==> src/design/glzw_pkg.sv <==
`default_nettype none
package glzw_pkg;

	localparam int MAX_CODE_BITS_DEF = 12;
	localparam int BUF_BITS          = 20;
	localparam int HELD_W            = 5;
	localparam int CW_W              = 4;
	localparam int PIX_W             = 8;
	localparam int MCS_W             = 4;
	localparam logic [MCS_W-1:0]  MCS_RESET  = 4'd8;
	localparam logic [HELD_W-1:0] PUSH_LIMIT = 5'd12;
	localparam logic [HELD_W-1:0] BYTE_BITS  = 5'd8;
	localparam logic CMD_PUSH = 1'b0;
	localparam logic CMD_PULL = 1'b1;

	typedef enum logic [2:0] {
		RES_PIXEL   = 3'd0,
		RES_TAKEN   = 3'd1,
		RES_NEED    = 3'd2,
		RES_REFUSED = 3'd3,
		RES_END     = 3'd4,
		RES_BAD     = 3'd5
	} res_t;

	typedef enum logic [2:0] {
		ST_IDLE, ST_DECODE, ST_EXP_ADDR, ST_EXP_DATA, ST_POP_ISSUE, ST_POP
	} state_t;

	typedef enum logic [2:0] {
		OP_NONE, OP_PUSH, OP_POP, OP_TAKE, OP_STEP, OP_FINISH
	} op_t;

	typedef enum logic [2:0] {
		CK_CLEAR, CK_END, CK_ROOT, CK_KNOWN, CK_KWKWK, CK_BAD
	} kind_t;

	typedef struct packed {
		op_t  op;
		logic res_load;
		res_t res;
	} dp_cmd_t;

	typedef struct packed {
		logic  out_free;
		logic  stack_nonempty;
		logic  end_seen;
		logic  push_ok;
		logic  have_bits;
		kind_t kind;
		logic  chain_more;
	} dp_stat_t;

	// Clamp the minimum code size to the legal range 2..8
	function automatic logic [MCS_W-1:0] root_bits(input logic [MCS_W-1:0] s);
		logic [MCS_W-1:0] r;
		r = s;
		if (s < 4'd2) r = 4'd2;
		if (s > 4'd8) r = 4'd8;
		return r;
	endfunction

endpackage
`default_nettype wire

==> src/design/glzw_ctrl.sv <==
`default_nettype none
module glzw_ctrl
	import glzw_pkg::*;
(
	input  wire logic     clk,
	input  wire logic     arst_n,
	input  wire logic     in_valid,
	input  wire logic     in_command,
	output logic          in_ready,
	input  wire dp_stat_t stat,
	output dp_cmd_t       cmd
);
	state_t state_q, state_d;
	logic   accept;

	assign in_ready = (state_q == ST_IDLE) && stat.out_free;
	assign accept   = in_valid && in_ready;

	// Hold state
	always_ff @(posedge clk or negedge arst_n) begin
		if (!arst_n) begin
			state_q <= ST_IDLE;
		end else begin
			state_q <= state_d;
		end
	end

	// Next state
	always_comb begin
		state_d = state_q;
		case (state_q)
			ST_IDLE: begin
				if (accept && in_command == CMD_PULL) begin
					if (stat.stack_nonempty) state_d = ST_POP;
					else if (!stat.end_seen) state_d = ST_DECODE;
				end
			end
			ST_DECODE: begin
				if (!stat.have_bits) begin
					state_d = ST_IDLE;
				end else begin
					case (stat.kind)
						CK_CLEAR: state_d = ST_DECODE;
						CK_ROOT:  state_d = ST_POP_ISSUE;
						CK_KNOWN, CK_KWKWK: state_d = ST_EXP_ADDR;
						default:  state_d = ST_IDLE;
					endcase
				end
			end
			ST_EXP_ADDR:  state_d = stat.chain_more ? ST_EXP_DATA : ST_POP_ISSUE;
			ST_EXP_DATA:  state_d = ST_EXP_ADDR;
			ST_POP_ISSUE: state_d = ST_POP;
			ST_POP:       state_d = ST_IDLE;
			default:      state_d = ST_IDLE;
		endcase
	end

	// Datapath commands and result loads
	always_comb begin
		cmd.op       = OP_NONE;
		cmd.res_load = 1'b0;
		cmd.res      = RES_PIXEL;
		case (state_q)
			ST_IDLE: begin
				if (accept) begin
					if (in_command == CMD_PUSH) begin
						cmd.op       = OP_PUSH;
						cmd.res_load = 1'b1;
						cmd.res      = stat.push_ok ? RES_TAKEN : RES_REFUSED;
					end else if (stat.stack_nonempty) begin
						cmd.op = OP_POP;
					end else if (stat.end_seen) begin
						cmd.res_load = 1'b1;
						cmd.res      = RES_END;
					end
				end
			end
			ST_DECODE: begin
				if (!stat.have_bits) begin
					cmd.res_load = 1'b1;
					cmd.res      = RES_NEED;
				end else begin
					cmd.op = OP_TAKE;
					case (stat.kind)
						CK_END: begin
							cmd.res_load = 1'b1;
							cmd.res      = RES_END;
						end
						CK_BAD: begin
							cmd.res_load = 1'b1;
							cmd.res      = RES_BAD;
						end
						default: cmd.res_load = 1'b0;
					endcase
				end
			end
			ST_EXP_ADDR: begin
				if (!stat.chain_more) cmd.op = OP_FINISH;
			end
			ST_EXP_DATA:  cmd.op = OP_STEP;
			ST_POP_ISSUE: cmd.op = OP_POP;
			ST_POP: begin
				cmd.res_load = 1'b1;
				cmd.res      = RES_PIXEL;
			end
			default: cmd.op = OP_NONE;
		endcase
	end
endmodule
`default_nettype wire

==> config.mk <==
export PLATFORM = sky130hd
export DESIGN_NAME = glzw_ctrl
export DESIGN_NICKNAME = d
export VERILOG_FILES = /design/src/design/glzw_pkg.sv /design/src/design/glzw_ctrl.sv
export SDC_FILE = /design/constraint.sdc
export NUM_CORES = 1
export LEC_CHECK = 0
export BUFFER_PORTS_ARGS = -buffer_cell sky130_fd_sc_hd__buf_2
export CAP_MARGIN = 10
export CORE_AREA = 2 2 39 41
export DETAILED_ROUTE_END_ITERATION = 10
export DIE_AREA = 0 0 41 43
export SLEW_MARGIN = 40
export SYNTH_ARGS = -nofsm -noshare
export SYNTH_HDL_FRONTEND = slang
export SYNTH_SLANG_ARGS = --single-unit
==> constraint.sdc <==
create_clock -name clk -period 1.43 [get_ports clk]
set_clock_uncertainty 0.05 [all_clocks]
set_input_delay 0 -clock clk [delete_from_list [all_inputs] [get_ports clk]]
set_output_delay 0 -clock clk [all_outputs]
set_load 0.02 [all_outputs]
==> results by group <==
Critical path
  • Worst path slowest cell: dfrtp_1
  • Crit path max-delay family: simple AND/OR/NAND/NOR gates
  • Worst EP arrival: 1.54 ns
  • CP most frequent cell: buf_6
  • Critical setup path kind: reg2out
  • CP required: about 1.4 ns
  • Worst-path fanout max: 4
  • Worst Setup End Kind: output port
  • CP max stage delay: 0.39 ns
  • Worst path cell trace: buf_6, nor4b_4, nand2_2, o31ai_4, buf_6
  • Critical path launch point type: register
  • Worst Path Buf+Inv: 2

Clock network
  • CTS root buffer: clkbuf_4
  • CTS tree: built
  • Clock Sinks: 3
  • CTS Buffer Depth: 2
  • Worst skew pair latency: approximately 0.23 ns
  • CTS buffer count: 3
  • CTS H-tree lvls: 1
  • Clock transition at the registers of the reported paths: approximately 0.040 ns

Global route
  • Total Routing Usage GR: 0.146
  • Initial antenna violation count: 0
  • Congestion Overflow GR: 0
  • Pin count of the biggest net entering global routing: 8
  • First-pass GRT wire length: approximately 1.7 mm
  • Number of global-route vias before repair: ~420

Timing
  • Period utilization: 1.11
  • Highest Clock Rate: between 600 and 700 MHz
  • Final setup margin: -0.156 ns
  • Worst relative slew slack: 0.794
  • Final Setup Violations: 8
  • Slew Limit Fails: 0
  • Slew @ Worst Pin: 0.308 ns
  • Final Hold Viols: 0
  • Unrepaired setup endpoints after global routing: true
  • Min Tclk post-route: 1.59 ns

Status
  • Failing checks: negative setup slack
  • Status: finished, violations left

Detailed routing
  • Wirelength per Cell: about 12 microns
  • Met2 WL post-DR: 582 microns
  • DRC violations left: 0
  • M1 WL: ~490 microns
  • Max layer used: met3
  • Final wirelength: 1.13 mm
  • Routed wl met3: a little over 60 microns
  • Detailed Routing Iterations Pass 1: 4
  • Routed Antenna Nets: 0
  • Routed via count: 478
  • Routed vias/inst: 4.93
  • Initial DRC count: 7

Place
  • DP HPWL: 841 microns
  • Port Buf Inserts: 20
  • GPL Wtd Cong: between 0.7 and 0.8
  • Placed cells: 89
  • Placed Area: ~570 sq um

Synth
  • Gate Count Post-Synth: 48
  • Cell with the most instances after synthesis: inv_1
  • Number of flops mapped to enable cells by yosys: 0
  • Synth Net Count: about 60
  • Main synth FF type: dfrtp_1
  • Async SR Flop Fraction: 1.00
  • Yosys reg bits: 3
  • Area leader, netlist: dfrtp_1
  • Sequential area share after synthesis: 0.205
  • Yosys top cell area share: 0.205
  • Synth warn: 0
  • Syn_area_per_cell: between 7 and 8 sq um
  • Synth Cell Area: between 300 and 400 sq um
  • Distinct cells, synth: 29
  • Top cells by area, synth: dfrtp_1 21%, nand2b_1 5.1%, nor2b_1 5.1%

Min path
  • Hold/Removal Path Class: in2async

Final layout
  • Largest Register: state_q
  • Layout cell share with drive strength beyond 1: 0.605
  • Count of non-filler cells in the finished layout: 97
  • ANT cells: 0
  • Max reg flops: 3
  • Largest regs: state_q: 3 flops
  • Finished Cell Area: around 710 sq um
  • Layout area overhead: 93.8%
  • Nets@finish: 95

Pwr
  • Share of total power in combinational logic: 0.719
  • Clk pwr share: 0.133
  • P_int: 0.000653 W
  • Sw Ratio: 0.402
  • Pwr dens: 1540 nW/um^2
  • Leakage power: 0.326 nW
  • Flop pwr share: 0.148
  • P_sw: 0.000439 W
  • Worst VDD drop: 0.000711 V

Floorplan
  • Starting Density: 0.264
  • Die Y: approximately 43 microns
  • Rows: 14
  • CORE AREA: 1380 sq um
  • Die footprint: 1760 sq um
  • Die W: a little over 40 microns
  • I/O pins: 21

Job
  • Max-cap violations: 0
per-stage QoR:
stage | util | hold WS (ns) | setup TNS (ns) | total power [W] | setup slack (ns)
6_report | 0.512 | 0.0469 | -0.912 | 0.00109 | -0.156
5_1_grt | 0.512 | 0.0457 | -1.49 | 0.00117 | -0.242
4_1_cts | 0.499 | 0.0364 | -0.994 | 0.00107 | -0.161
3_5_place_dp | 0.414 | -0.253 | -0.341 | 0.000763 | -0.116
3_3_place_gp | 0.414 | -0.250 | -0.189 | 0.000760 | -0.0647
2_1_floorplan | - | -0.346 | -0.183 | 0.000552 | -0.0550
cell type report:
type	count	area, sq um
repair buffers	31	231
multi-input cells	39	338
clock buffers	4	26.3
well taps	16	20.0
inverters	4	15.0
fillers	137	676
flip-flops and latches	3	77.6
power by group through the flow:
stage	combinational [W]	sequential (W)	clock (W)
after floorplan	0.000398	0.000154	0
after global placement	0.000597	0.000163	0
after detailed placement	0.000600	0.000163	0
after CTS	0.000755	0.000160	0.000151
after global routing	0.000846	0.000168	0.000158
final	0.000786	0.000162	0.000145
cells by family (layout without fill, tap and decap cells):
logic type,Yosys count,count (layout),share of synthesized area
mux,1,1,0.0274
compound gates,14,14,0.274
buf+inv,6,39,0.0616
simple gates,23,23,0.408
xor+xnor,1,1,0.0240
flops,3,3,0.205
path summary, 6_finish.rpt:
check	startpoint	endpoint	slack, ns	cells past startpoint
min	arst_n	state_q[2]	0.05	2
max reg2reg	state_q[2]	state_q[2]	-0.12	3
max in group asynchronous	arst_n	state_q[0]	1.16	2
max	state_q[1]	cmd[1]	-0.16	5
min in group clk	in_valid	state_q[0]	0.09	3
min reg2reg	state_q[1]	state_q[0]	0.66	3
timing repair:
item                                    in CTS  in global routing
endpoints found under the hold margin        3                  0
hold buffers                                 1                  0
buffers inserted                             3                  0
endpoints found under the setup margin       8                 10
pin swaps                                    6                  2
gates resized for setup                     16                  7
placed cells by master, fill, tap and decap left out, drive strengths merged, types with 2 or more instances in the layout:
master,Yosys,final
nor2b,3,3
clkbuf,2,4
dfrtp,3,3
nand2,3,3
a21oi,2,2
nand3,2,2
nand2b,3,3
o21ai,2,2
inv,4,4
o22ai,3,3
buf,0,30
nor2,3,3
routing by layer:
layer | vias to the layer above | track usage
met2 | 14 | 0.238
met4 | 0 | 0.0600
met1 | 213 | 0.166
met3 | 0 | 0.0471
li1 | 251 | -
met5 | - | 0
(Power assumes the default switching activity.)
